File: src/rtl/cict_pkg.sv
package cict_pkg;

  localparam int MAX_POINTS_DEF = 16;
  localparam int VAL_W          = 16;
  localparam int Q_W            = 16;
  localparam int WEIGHT_STEPS   = 256;
  localparam int WS_BITS        = $clog2(WEIGHT_STEPS);
  localparam int PT_W           = 2 * VAL_W;
  localparam int ACC_W          = 31;

  localparam logic [VAL_W-1:0] ONE_Q15 = 16'h8000;

  // pi in Q2.62 and the angle step pi / (2 * steps)
  localparam logic [63:0] PI_Q62 = 64'd14488038916154245684;
  localparam logic [63:0] H_STEP = PI_Q62 / (2 * WEIGHT_STEPS);

  typedef enum logic [1:0] {
    OP_ADD,
    OP_DELETE,
    OP_EVALUATE,
    OP_NONE
  } op_t;

  typedef enum logic [1:0] {
    ST_OK,
    ST_FULL,
    ST_BAD_INDEX,
    ST_NO_BRACKET
  } status_t;

  typedef enum logic [3:0] {
    S_INIT_LO,
    S_INIT_HI,
    S_IDLE,
    S_DEL_RD,
    S_DEL_WR,
    S_SCAN,
    S_DIV,
    S_WEIGHT,
    S_MUL_HI,
    S_MUL_LO,
    S_DONE
  } state_t;

  typedef logic [VAL_W-1:0] weight_rom_t [WEIGHT_STEPS];

  function automatic logic [63:0] mul_q62(logic [63:0] a, logic [63:0] b);
    logic [127:0] p;
    p = {64'd0, a} * {64'd0, b};
    return p[125:62];
  endfunction

  // taylor term divisor (2n)(2n+1); terms are zero long before the last arm
  function automatic logic [63:0] taylor_div(logic [63:0] term, int unsigned n);
    case (n)
      1:       return term / 64'd6;
      2:       return term / 64'd20;
      3:       return term / 64'd42;
      4:       return term / 64'd72;
      5:       return term / 64'd110;
      6:       return term / 64'd156;
      7:       return term / 64'd210;
      8:       return term / 64'd272;
      9:       return term / 64'd342;
      10:      return term / 64'd420;
      11:      return term / 64'd506;
      12:      return term / 64'd600;
      13:      return term / 64'd702;
      14:      return term / 64'd812;
      15:      return term / 64'd930;
      16:      return term / 64'd1056;
      17:      return term / 64'd1190;
      18:      return term / 64'd1332;
      19:      return term / 64'd1482;
      20:      return term / 64'd1640;
      default: return 64'd0;
    endcase
  endfunction

  // round(32768 * sin^2(pi*k/(2*steps)))
  function automatic logic [VAL_W-1:0] cos_weight(int unsigned k);
    logic [63:0]  h;
    logic [63:0]  h2;
    logic [63:0]  term;
    logic [63:0]  s;
    logic [63:0]  r;
    logic [127:0] p;
    int unsigned  n;
    h    = H_STEP * 64'(k);
    h2   = mul_q62(h, h);
    term = h;
    s    = h;
    for (n = 1; n < 40; n++) begin
      if (term != 64'd0) begin
        term = taylor_div(mul_q62(term, h2), n);
        if ((n % 2) == 1) s = s - term;
        else              s = s + term;
      end
    end
    p = {64'd0, s} * {64'd0, s};
    r = (p[127:64] + (64'd1 << 44)) >> 45;
    return r[VAL_W-1:0];
  endfunction

  function automatic weight_rom_t build_weight_rom();
    weight_rom_t rom;
    int unsigned k;
    for (k = 0; k < WEIGHT_STEPS; k++) rom[k] = cos_weight(k);
    return rom;
  endfunction

  localparam weight_rom_t WEIGHT_ROM = build_weight_rom();

endpackage

File: src/rtl/cict_ram.sv
module cict_ram #(
  parameter int WIDTH = 32,
  parameter int DEPTH = 16
) (
  input  logic                     clk,
  input  logic                     wr_en,
  input  logic [$clog2(DEPTH)-1:0] wr_addr,
  input  logic [WIDTH-1:0]         wr_data,
  input  logic [$clog2(DEPTH)-1:0] rd_addr,
  output logic [WIDTH-1:0]         rd_data
);

  logic [WIDTH-1:0] mem [DEPTH];

  always_ff @(posedge clk) begin
    if (wr_en) mem[wr_addr] <= wr_data;
    rd_data <= mem[rd_addr];
  end

endmodule

File: src/rtl/cosine_interpolated_curve_table.sv
// flow: add, bad-index delete and unused op go from accept straight to the done state;
// delete reads and rewrites each entry above the index; evaluate scans one entry per cycle,
// then unless it matched or lacks a bracket: 16-step divide, rom read, two multiplies
// throughput: one word at a time, in_tready only while the sequencer is idle
// reset: synchronous, active low; after release the init states write the default end
// points, during which no word is accepted; a waiting result is dropped by reset
module cosine_interpolated_curve_table
  import cict_pkg::*;
#(
  parameter int MAX_POINTS = MAX_POINTS_DEF
) (
  input  logic        clk,
  input  logic        rst_n,
  input  logic        in_tvalid,
  output logic        in_tready,
  input  logic [39:0] in_tdata,   // x_value[15:0], y_value[31:16], entry_index[35:32], zero
  input  logic [1:0]  in_tuser,   // op[1:0]
  output logic        out_tvalid,
  input  logic        out_tready,
  output logic [23:0] out_tdata   // curve_value[15:0], status[17:16], point_count[22:18], zero
);

  localparam int IDX_W = $clog2(MAX_POINTS);
  localparam int CNT_W = $clog2(MAX_POINTS + 1);
  localparam int CMP_W = (CNT_W > 4) ? CNT_W : 4;
  localparam int DC_W  = $clog2(Q_W);

  state_t             state_r, state_nxt;
  logic [CNT_W-1:0]   cnt_r, cnt_nxt;
  logic [VAL_W-1:0]   q_r, q_nxt;
  logic [IDX_W-1:0]   del_j_r, del_j_nxt;
  logic [CNT_W-1:0]   scan_addr_r, scan_addr_nxt;
  logic               rd_pend_r, rd_pend_nxt;
  logic               match_r, match_nxt;
  logic               lo_ok_r, lo_ok_nxt;
  logic               hi_ok_r, hi_ok_nxt;
  logic [VAL_W-1:0]   match_y_r, match_y_nxt;
  logic [VAL_W-1:0]   lo_x_r, lo_x_nxt, lo_y_r, lo_y_nxt;
  logic [VAL_W-1:0]   hi_x_r, hi_x_nxt, hi_y_r, hi_y_nxt;
  logic [Q_W:0]       rem_r, rem_nxt;
  logic [VAL_W-1:0]   den_r, den_nxt;
  logic [Q_W-1:0]     quot_r, quot_nxt;
  logic [DC_W-1:0]    div_cnt_r, div_cnt_nxt;
  logic [VAL_W-1:0]   w_r, w_nxt;
  logic [ACC_W-1:0]   acc_r, acc_nxt;
  logic [VAL_W-1:0]   res_value_r, res_value_nxt;
  status_t            res_status_r, res_status_nxt;
  logic               out_tvalid_r, out_tvalid_nxt;
  logic [VAL_W-1:0]   out_value_r, out_value_nxt;
  status_t            out_status_r, out_status_nxt;
  logic [4:0]         out_count_r, out_count_nxt;

  logic               ram_we;
  logic [IDX_W-1:0]   ram_waddr, ram_raddr;
  logic [PT_W-1:0]    ram_wdata, ram_rdata;

  logic               in_accept;
  op_t                in_op;
  logic [VAL_W-1:0]   in_x, in_y;
  logic [3:0]         in_idx;
  logic [VAL_W-1:0]   x_sat, y_sat;
  logic               table_full, idx_bad, del_more, scan_done, no_div;
  logic [CNT_W-1:0]   del_next;
  logic [VAL_W-1:0]   rd_x, rd_y;
  logic [Q_W:0]       rem_sh;
  logic [VAL_W-1:0]   mul_a, mul_b;
  logic [PT_W-1:0]    mul_p;
  logic [ACC_W-1:0]   blend_sum;

  assign in_op   = op_t'(in_tuser);
  assign in_x    = in_tdata[15:0];
  assign in_y    = in_tdata[31:16];
  assign in_idx  = in_tdata[35:32];
  assign x_sat   = (in_x > ONE_Q15) ? ONE_Q15 : in_x;
  assign y_sat   = (in_y > ONE_Q15) ? ONE_Q15 : in_y;

  assign in_tready  = (state_r == S_IDLE);
  assign in_accept  = in_tvalid && in_tready;
  assign table_full = (cnt_r >= CNT_W'(MAX_POINTS));
  assign idx_bad    = (CMP_W'(in_idx) >= CMP_W'(cnt_r));
  assign del_next   = CNT_W'(del_j_r) + CNT_W'(1);
  assign del_more   = (del_next < cnt_r);
  assign scan_done  = (scan_addr_r >= cnt_r) && !rd_pend_r;
  assign no_div     = match_r || !lo_ok_r || !hi_ok_r;

  assign rd_x = ram_rdata[VAL_W-1:0];
  assign rd_y = ram_rdata[PT_W-1:VAL_W];

  assign rem_sh = {rem_r[Q_W-1:0], 1'b0};

  // shared multiplier: weight times upper y, then complement times lower y
  assign mul_a     = (state_r == S_MUL_HI) ? w_r : VAL_W'(ONE_Q15 - w_r);
  assign mul_b     = (state_r == S_MUL_HI) ? hi_y_r : lo_y_r;
  assign mul_p     = mul_a * mul_b;
  assign blend_sum = acc_r + ACC_W'(mul_p);

  cict_ram #(
    .WIDTH (PT_W),
    .DEPTH (MAX_POINTS)
  ) u_points (
    .clk     (clk),
    .wr_en   (ram_we),
    .wr_addr (ram_waddr),
    .wr_data (ram_wdata),
    .rd_addr (ram_raddr),
    .rd_data (ram_rdata)
  );

  always_comb begin
    state_nxt = state_r;
    case (state_r)
      S_INIT_LO: state_nxt = S_INIT_HI;
      S_INIT_HI: state_nxt = S_IDLE;
      S_IDLE: begin
        if (in_accept) begin
          case (in_op)
            OP_DELETE:   state_nxt = idx_bad ? S_DONE : S_DEL_RD;
            OP_EVALUATE: state_nxt = S_SCAN;
            default:     state_nxt = S_DONE;
          endcase
        end
      end
      S_DEL_RD:  state_nxt = del_more ? S_DEL_WR : S_DONE;
      S_DEL_WR:  state_nxt = S_DEL_RD;
      S_SCAN: begin
        if (scan_done) state_nxt = no_div ? S_DONE : S_DIV;
      end
      S_DIV: begin
        if (div_cnt_r == DC_W'(Q_W - 1)) state_nxt = S_WEIGHT;
      end
      S_WEIGHT:  state_nxt = S_MUL_HI;
      S_MUL_HI:  state_nxt = S_MUL_LO;
      S_MUL_LO:  state_nxt = S_DONE;
      S_DONE: begin
        if (!out_tvalid_r || out_tready) state_nxt = S_IDLE;
      end
      default:   state_nxt = S_IDLE;
    endcase
  end

  always_comb begin
    cnt_nxt        = cnt_r;
    q_nxt          = q_r;
    del_j_nxt      = del_j_r;
    scan_addr_nxt  = scan_addr_r;
    rd_pend_nxt    = 1'b0;
    match_nxt      = match_r;
    lo_ok_nxt      = lo_ok_r;
    hi_ok_nxt      = hi_ok_r;
    match_y_nxt    = match_y_r;
    lo_x_nxt       = lo_x_r;
    lo_y_nxt       = lo_y_r;
    hi_x_nxt       = hi_x_r;
    hi_y_nxt       = hi_y_r;
    rem_nxt        = rem_r;
    den_nxt        = den_r;
    quot_nxt       = quot_r;
    div_cnt_nxt    = div_cnt_r;
    w_nxt          = w_r;
    acc_nxt        = acc_r;
    res_value_nxt  = res_value_r;
    res_status_nxt = res_status_r;
    out_tvalid_nxt = out_tvalid_r;
    out_value_nxt  = out_value_r;
    out_status_nxt = out_status_r;
    out_count_nxt  = out_count_r;
    ram_we         = 1'b0;
    ram_waddr      = del_j_r;
    ram_wdata      = ram_rdata;
    ram_raddr      = IDX_W'(del_next);

    if (out_tvalid_r && out_tready) out_tvalid_nxt = 1'b0;

    case (state_r)
      S_INIT_LO: begin
        ram_we    = 1'b1;
        ram_waddr = '0;
        ram_wdata = '0;
      end
      S_INIT_HI: begin
        ram_we    = 1'b1;
        ram_waddr = IDX_W'(1);
        ram_wdata = {ONE_Q15, ONE_Q15};
      end
      S_IDLE: begin
        if (in_accept) begin
          res_value_nxt  = '0;
          res_status_nxt = ST_OK;
          case (in_op)
            OP_ADD: begin
              if (table_full) begin
                res_status_nxt = ST_FULL;
              end else begin
                ram_we    = 1'b1;
                ram_waddr = IDX_W'(cnt_r);
                ram_wdata = {y_sat, x_sat};
                cnt_nxt   = cnt_r + CNT_W'(1);
              end
            end
            OP_DELETE: begin
              if (idx_bad) res_status_nxt = ST_BAD_INDEX;
              del_j_nxt = IDX_W'(in_idx);
            end
            OP_EVALUATE: begin
              q_nxt         = x_sat;
              scan_addr_nxt = '0;
              match_nxt     = 1'b0;
              lo_ok_nxt     = 1'b0;
              hi_ok_nxt     = 1'b0;
            end
            default: ;
          endcase
        end
      end
      S_DEL_RD: begin
        if (!del_more) cnt_nxt = cnt_r - CNT_W'(1);
      end
      S_DEL_WR: begin
        // entry j+1 was read last cycle, move it down one place
        ram_we    = 1'b1;
        del_j_nxt = del_j_r + IDX_W'(1);
      end
      S_SCAN: begin
        ram_raddr = IDX_W'(scan_addr_r);
        if (scan_addr_r < cnt_r) begin
          scan_addr_nxt = scan_addr_r + CNT_W'(1);
          rd_pend_nxt   = 1'b1;
        end
        if (rd_pend_r) begin
          if (rd_x == q_r && !match_r) begin
            match_nxt   = 1'b1;
            match_y_nxt = rd_y;
          end
          if (rd_x < q_r && (!lo_ok_r || rd_x > lo_x_r)) begin
            lo_ok_nxt = 1'b1;
            lo_x_nxt  = rd_x;
            lo_y_nxt  = rd_y;
          end
          if (rd_x > q_r && (!hi_ok_r || rd_x < hi_x_r)) begin
            hi_ok_nxt = 1'b1;
            hi_x_nxt  = rd_x;
            hi_y_nxt  = rd_y;
          end
        end
        if (scan_done) begin
          if (match_r) begin
            res_value_nxt = match_y_r;
          end else if (!lo_ok_r || !hi_ok_r) begin
            res_status_nxt = ST_NO_BRACKET;
          end else begin
            rem_nxt     = (Q_W+1)'(q_r - lo_x_r);
            den_nxt     = hi_x_r - lo_x_r;
            quot_nxt    = '0;
            div_cnt_nxt = '0;
          end
        end
      end
      S_DIV: begin
        if (rem_sh >= {1'b0, den_r}) begin
          rem_nxt  = rem_sh - {1'b0, den_r};
          quot_nxt = {quot_r[Q_W-2:0], 1'b1};
        end else begin
          rem_nxt  = rem_sh;
          quot_nxt = {quot_r[Q_W-2:0], 1'b0};
        end
        div_cnt_nxt = div_cnt_r + DC_W'(1);
      end
      S_WEIGHT: begin
        w_nxt = WEIGHT_ROM[quot_r[Q_W-1 -: WS_BITS]];
      end
      S_MUL_HI: begin
        acc_nxt = ACC_W'(mul_p);
      end
      S_MUL_LO: begin
        res_value_nxt = blend_sum[ACC_W-1 -: VAL_W];
      end
      S_DONE: begin
        if (!out_tvalid_r || out_tready) begin
          out_tvalid_nxt = 1'b1;
          out_value_nxt  = res_value_r;
          out_status_nxt = res_status_r;
          out_count_nxt  = 5'(cnt_r);
        end
      end
      default: ;
    endcase
  end

  always_ff @(posedge clk) begin
    if (!rst_n) begin
      state_r      <= S_INIT_LO;
      cnt_r        <= CNT_W'(2);
      rd_pend_r    <= 1'b0;
      out_tvalid_r <= 1'b0;
    end else begin
      state_r      <= state_nxt;
      cnt_r        <= cnt_nxt;
      rd_pend_r    <= rd_pend_nxt;
      out_tvalid_r <= out_tvalid_nxt;
    end
  end

  always_ff @(posedge clk) begin
    q_r          <= q_nxt;
    del_j_r      <= del_j_nxt;
    scan_addr_r  <= scan_addr_nxt;
    match_r      <= match_nxt;
    lo_ok_r      <= lo_ok_nxt;
    hi_ok_r      <= hi_ok_nxt;
    match_y_r    <= match_y_nxt;
    lo_x_r       <= lo_x_nxt;
    lo_y_r       <= lo_y_nxt;
    hi_x_r       <= hi_x_nxt;
    hi_y_r       <= hi_y_nxt;
    rem_r        <= rem_nxt;
    den_r        <= den_nxt;
    quot_r       <= quot_nxt;
    div_cnt_r    <= div_cnt_nxt;
    w_r          <= w_nxt;
    acc_r        <= acc_nxt;
    res_value_r  <= res_value_nxt;
    res_status_r <= res_status_nxt;
    out_value_r  <= out_value_nxt;
    out_status_r <= out_status_nxt;
    out_count_r  <= out_count_nxt;
  end

  assign out_tvalid = out_tvalid_r;
  assign out_tdata  = {1'b0, out_count_r, out_status_r, out_value_r};

  a_cnt_range: assert property (@(posedge clk) disable iff (!rst_n)
    cnt_r <= CNT_W'(MAX_POINTS))
    else $error("point count above table depth");

  a_err_value: assert property (@(posedge clk) disable iff (!rst_n)
    out_tvalid_r && out_status_r != ST_OK |-> out_value_r == '0)
    else $error("error result carries a curve value");

  a_add_count: assert property (@(posedge clk) disable iff (!rst_n)
    in_accept && in_op == OP_ADD && !table_full |=> cnt_r == $past(cnt_r) + CNT_W'(1))
    else $error("add did not grow the table");

  a_div_rem: assert property (@(posedge clk) disable iff (!rst_n)
    state_r == S_DIV |-> rem_r < {1'b0, den_r})
    else $error("divider remainder not below divisor");

endmodule
File: config.mk
export PLATFORM = sky130hd
export DESIGN_NAME = cosine_interpolated_curve_table
export DESIGN_NICKNAME = d
export VERILOG_FILES = /design/src/rtl/cict_pkg.sv /design/src/rtl/cict_ram.sv /design/src/rtl/cosine_interpolated_curve_table.sv
export SDC_FILE = /design/constraint.sdc
export NUM_CORES = 2
export LEC_CHECK = 0
export BUFFER_PORTS_ARGS = -buffer_cell sky130_fd_sc_hd__buf_2
export CORE_MARGIN = 10
export CORE_UTILIZATION = 50
export DETAILED_ROUTE_END_ITERATION = 16
export PLACE_DENSITY = 0.66
export SLEW_MARGIN = 30
export SYNTH_ARGS = -nofsm -noshare
export SYNTH_HDL_FRONTEND = slang
export SYNTH_HIERARCHICAL = 1
export SYNTH_SLANG_ARGS = --single-unit
File: constraint.sdc
create_clock -name clk -period 21.3 [get_ports clk]
set_input_delay 1.065 -clock clk [delete_from_list [all_inputs] [get_ports clk]]
set_output_delay 1.065 -clock clk [all_outputs]
set_load 0.05 [all_outputs]
# Word level (Yosys, flattened, before mapping)
# Memories as Yosys holds them, arrays and structs flattened. A register that Yosys moved wholly into a read port is not among the register bits.
# Cells that the tools add are included.
[word_totals]
elab_cells = 209
ram_bits = 512
mem_count = 2
rom_bits = 4096
register_bits = 243
[op_classes]
mux = 81
addsub = 11
n_eq_ne = 32
n_mul = 1
bitwise = 3
magnitude_cmp = 12
reduce_logical = 42
[memory_table]
columns = ["name", "depth", "width", "rd", "rd_clocked_by_memory_dff", "wr", "line_no", "source"]
rows = [
  ["(no name shown)", 256, 16, 1, 1, 0, "cosine_interpolated_curve_table.sv:269", "w_nxt = WEIGHT_ROM[quot_r[Q_W-1 -: WS_BITS]];"],
  ["u_points.mem", 16, 32, 1, 1, 1, "cict_ram.sv:13", "logic [WIDTH-1:0] mem [DEPTH];"],
]
[op_table]
columns = ["operator", "count"]
rows = [
  ["16-bit 2-to-1 mux", 14],
  ["32-bit 2-to-1 mux", 3],
  ["32-bit case mux with 3 select lines", 1],
  ["4-bit 2-to-1 mux", 16],
  ["16-bit case mux with 2 select lines", 2],
  ["16-bit case mux with 3 select lines", 1],
  ["16-bit subtractor", 3],
  ["4-bit case mux with 10 select lines", 1],
  ["5-bit 2-to-1 mux", 7],
  ["16-bit greater-than comparator", 2],
  ["16-bit greater-than comparator, second input constant", 2],
  ["16-bit less-than comparator", 2],
  ["31-bit adder", 1],
  ["16-bit by 16-bit multiplier with 31-bit output", 1],
  ["2-bit != test, second input constant", 14],
  ["5-bit AND reduction", 5],
  ["4-bit case mux with 2 select lines", 3],
  ["5-bit case mux with 2 select lines", 2],
  ["4-bit AND reduction", 5],
  ["1-bit 2-to-1 mux", 19],
  ["17-bit by 16-bit greater-or-equal comparator with 1-bit output", 1],
  ["16-bit equality test", 1],
  ["4-bit by 3-bit equality test with 1-bit output, second input constant", 4],
  ["4-bit equality test, second input constant", 4],
  ["other kinds (30)", 68],
]

# Logic depth before layout (Yosys ltp)
[depth]
word_depth = 7
depth_mapped = 41
ltp_nobuf = 38

# Cells and area by module
# Netlist, hierarchy kept.
[by_module_without_submodules]
columns = ["module", "cells_per_inst", "seq_area_each_um2", "instances", "area_each_um2"]
rows = [
  ["cosine_interpolated_curve_table", 2927, 7637.3, 1, 26781.9],
  ["cict_ram", 838, 16015.4, 1, 19836.5],
]

# Worst setup path after synthesis
# Ideal clock, no wire load.
[synth_timing]
path_kind = "register -> register"
start = "register state_r[1]"
end = "register res_value_r[15], data pin"
setup_time_ns = 0.256
t_arrival_ns = 9.895
setup_slack_ns = 11.149
period_less_slack_ns = 10.151
stages_incl_launch_ff = 37
n_path_buf = 3
cell_sequence = "dfxtp_1 nor2_2 nand3_2 inv_2 clkbuf_1 buf_1 clkbuf_1 mux2i_1 nor2_1 fa_1 inv_1 fa_1 inv_1 fa_1 fa_1 fa_1 inv_1 fa_1 inv_1 ha_1 a21o_1 a21o_1 a221oi_1 o21ai_0 a21oi_1 xnor2_1 ha_1 a21o_1 a21o_1 a21o_1 a21oi_1 nor2b_1 a311o_1 a31o_1 a21oi_2 xnor3_1 a22o_1"
[synth_via]
elab_chain_len = 5
elab_cells_between_ends = 9
[synth_lines]
columns = ["element", "line_no", "source"]
rows = [
  ["from (decl)", "cosine_interpolated_curve_table.sv:28", "state_t state_r, state_nxt;"],
  ["from (signal assigned)", "cosine_interpolated_curve_table.sv:296", "state_r <= state_nxt;"],
  ["4-bit equality test *", "cosine_interpolated_curve_table.sv:92, cosine_interpolated_curve_table.sv:93", ""],
  ["16-bit 2-to-1 mux (on tied branches)", "cosine_interpolated_curve_table.sv:92, cosine_interpolated_curve_table.sv:93", ""],
  ["16-bit by 16-bit multiplier with 31-bit output *", "cosine_interpolated_curve_table.sv:94", "assign mul_p = mul_a * mul_b;"],
  ["named net mul_p[21]", "cosine_interpolated_curve_table.sv:67", "logic [PT_W-1:0] mul_p;"],
  ["31-bit adder *", "cosine_interpolated_curve_table.sv:95", "assign blend_sum = acc_r + ACC_W'(mul_p);"],
  ["16-bit case mux with 3 select lines *", "cosine_interpolated_curve_table.sv:174", "case (state_r)"],
  ["named net res_value_nxt[15]", "cosine_interpolated_curve_table.sv:46", "logic [VAL_W-1:0] res_value_r, res_value_nxt;"],
  ["to (signal assigned)", "cosine_interpolated_curve_table.sv:321", "res_value_r <= res_value_nxt;"],
  ["to (decl)", "cosine_interpolated_curve_table.sv:46", ""],
]
# The timed path passes the listed nets; every way through them passes the cells marked *.
# A chain may end at the register's enable or synchronous reset.

# Final worst setup path
[layout_timing]
start = "register state_r[3]"
end = "register res_value_r[15], data pin"
# Same word-level chain as after synthesis.

==> flow_summary.json <==
{
  "max_stage_delay_ps": 810,
  "ys_seq_area_share_pct": 50.7,
  "dieHeight_um": 325,
  "relSlewSlack_pct": 34.2,
  "grt_max_degree": 162,
  "tns_ps": 0,
  "gp_routability_congestion": 0.979,
  "crit_family": "adder cells",
  "path_class": "flop to flop",
  "most-common-layout-cells": "759 x edfxtp_1, 339 x inv_1, 329 x nand2_1, 273 x nor2_1, 273 x ha_1",
  "cts_buffers": 82,
  "final_net_count": 4318,
  "die-width_um": 325,
  "route.vias.total": 30500,
  "outcome": "completed",
  "maxCapViolCount": 0,
  "hold_class": "flop to flop",
  "routed_wl_um": 116000,
  "synth-edff-count": 759,
  "crit_path_max_fanout": 70,
  "start_util_pct": 50.6,
  "drive_gt1_share_pct": 11.8,
  "yosysUniqueCellTypes": 80,
  "cts_setup_buffers": 0,
  "yosys_most_used_dff": "edfxtp_1",
  "wl_per_cell_um": 22.7,
  "async_flop_share_pct": 0,
  "critPathCaptureType": "flop",
  "gr-total-overflow": 0,
  "hold_depth": 0,
  "cts_max_path_buffers": 3,
  "clk_latency_ps": 650,
  "grt_pass1_vias": 30500,
  "drt_iter0_markers": 3257,
  "hold_viol_final": 0,
  "worst_ep_arrival_time_ps": 11000,
  "io_pins": 72,
  "slowest_stage": "dfxtp_1",
  "syn_to_final_growth_pct": 10.2,
  "synth_nets": 4281,
  "finish.utilization_pct": 55.8,
  "cts_tree": "yes",
  "r2r_end": "res_value_r[15]",
  "netlist_instances": 3765,
  "grt_pass1_wl_um": 180000,
  "clk_pin_slew_ps": 60,
  "drtPass1Iterations": 6,
  "syn_avg_cell_area_um2": 12.4,
  "postCtsHoldBufs": 0,
  "cts_root_buf": "clkbuf_16",
  "cts_resized": 0,
  "num_rows": 111,
  "final_common_cell": "edfxtp_1",
  "dieArea_mm2": 0.106,
  "hold_slack_ps": 417,
  "core-area_mm2": 0.0921,
  "layout_min_cycle_time_ps": 10630,
  "hold_path_end": "out_value_r[12]",
  "yosys_warnings": 6,
  "r2r-start": "state_r[3]",
  "ant_nets": 0,
  "grt.total_usage_pct": 21.6,
  "worstPathRequired_ps": 21670,
  "syn-cell-area_mm2": 0.0466,
  "cts_max_level": 3,
  "via_per_inst": 5.96,
  "rr_worst_depth": 36,
  "portBuffers": 66,
  "post-route-drc-count": 0,
  "ys_ff_latch": 802,
  "rsz0062_at_grt": "false",
  "setup_viol": 0,
  "worstHoldStart": "res_value_r[12]",
  "start_kind": "flop",
  "path_buf_inv": 7,
  "final_max_slew_viol_count": 0,
  "clock-sinks": 802,
  "place_hpwl_um": 77900,
  "nFillCells": 7518,
  "max_freq_mhz": 94.0,
  "worst_clock_skew_ps": 41.3,
  "fin_crit_sh_pct": 49.9,
  "tightest_slew_ps": 976,
  "r2r_slack_ps": 10670,
  "antenna_found_initial": 8
}
cells by family (layout without fill, tap and decap cells):
logic type | Yosys count | count (layout) | share of synthesized area [%]
DFF | 802 | 802 | 50.7
and+or+nand+nor | 917 | 917 | 8.83
AOI/OAI and AO/OA | 754 | 754 | 10.6
muxes | 183 | 183 | 7.58
buffers and inverters | 523 | 627 | 4.31
adders and majority gates | 470 | 470 | 15.8
other | 1 | 3 | 0.00804
xor gates and xnor gates | 115 | 115 | 2.19
area by class of cell:
type                            count  area, µm²  area share [%]
Sequential cell                   802      23700            46.1
Clock buffer                      110       2240            4.36
Tap cell                         1243       1560            3.03
Timing Repair Buffer              131        922            1.80
Multi-Input combinational cell   2440      21200            41.3
Clock inverter                     41        479           0.933
Antenna cell                        2       5.00         0.00975
Inverter                          345       1290            2.52
Yosys cell counts, types with 48 or more instances:
cell type | instances | share of area (%)
a21oi_1 | 185 | 2.0
a22o_1 | 49 | 0.92
a22oi_1 | 65 | 1.0
clkbuf_1 | 130 | 1.0
edfxtp_1 | 759 | 49
fa_1 | 197 | 8.5
ha_1 | 273 | 7.3
inv_1 | 340 | 2.7
mux4_2 | 134 | 6.5
nand2_1 | 330 | 2.7
nand3_1 | 48 | 0.52
nor2_1 | 289 | 2.3
nor3_1 | 57 | 0.61
o21ai_0 | 160 | 1.7
xnor2_1 | 75 | 1.4
per-stage QoR:
stage	instance area (µm²)	std cells	setup WS (ps)
after detailed placement	48600	4960	10490
after global placement	48500	4956	10450
final	51400	5114	10670
after global routing	51400	5112	10200
after floorplan	46600	3765	11150
after CTS	51300	5111	10500
routing by layer:
layer	track usage [%]	vias up	wire, µm
li1	-	13800	-
met1	29.8	15200	48800
met2	34.8	1166	54300
met3	3.71	241	9610
met4	6.77	10	3530
met5	0	-	57
worst max-delay path by stage:
stage	end	depth (start not counted)	slack, ps	startpoint
floorplan	res_value_r[15]	36	11150	state_r[1]
global placement	res_value_r[15]	36	10450	state_r[3]
CTS	res_value_r[15]	36	10500	state_r[3]
detailed placement	res_value_r[15]	36	10490	state_r[3]
global route	res_value_r[15]	36	10200	state_r[3]
finish	res_value_r[15]	36	10670	state_r[3]
worst register-to-register path, delay by kind of cell, from the launching register on:
family,cells,cell delay [ps]
and+or+nand+nor,3,540
adders and majority gates,8,3660
DFF,1,810
xor gates and xnor gates,3,1260
AOI/OAI and AO/OA,15,3240
buffers and inverters,7,880
state kept, by name (all words and copies together), names as in the netlist, 2 cells and up:
name              flops
rem_r                16
w_r                  15
hi_y_r               16
quot_r               16
state_r               4
scan_addr_r           5
lo_x_r               16
res_value_r          16
div_cnt_r             4
out_count_r           5
match_y_r            16
out_value_r          16
u_points/mem        512
lo_y_r               16
hi_x_r               16
res_status_r          2
out_status_r          2
q_r                  16
cnt_r                 5
acc_r                31
u_points/rd_data     32
den_r                16
del_j_r               4
Power is left out: the tool's default activity adds up to more than one toggle a clock period on the data nets, which glitch-free logic cannot reach.
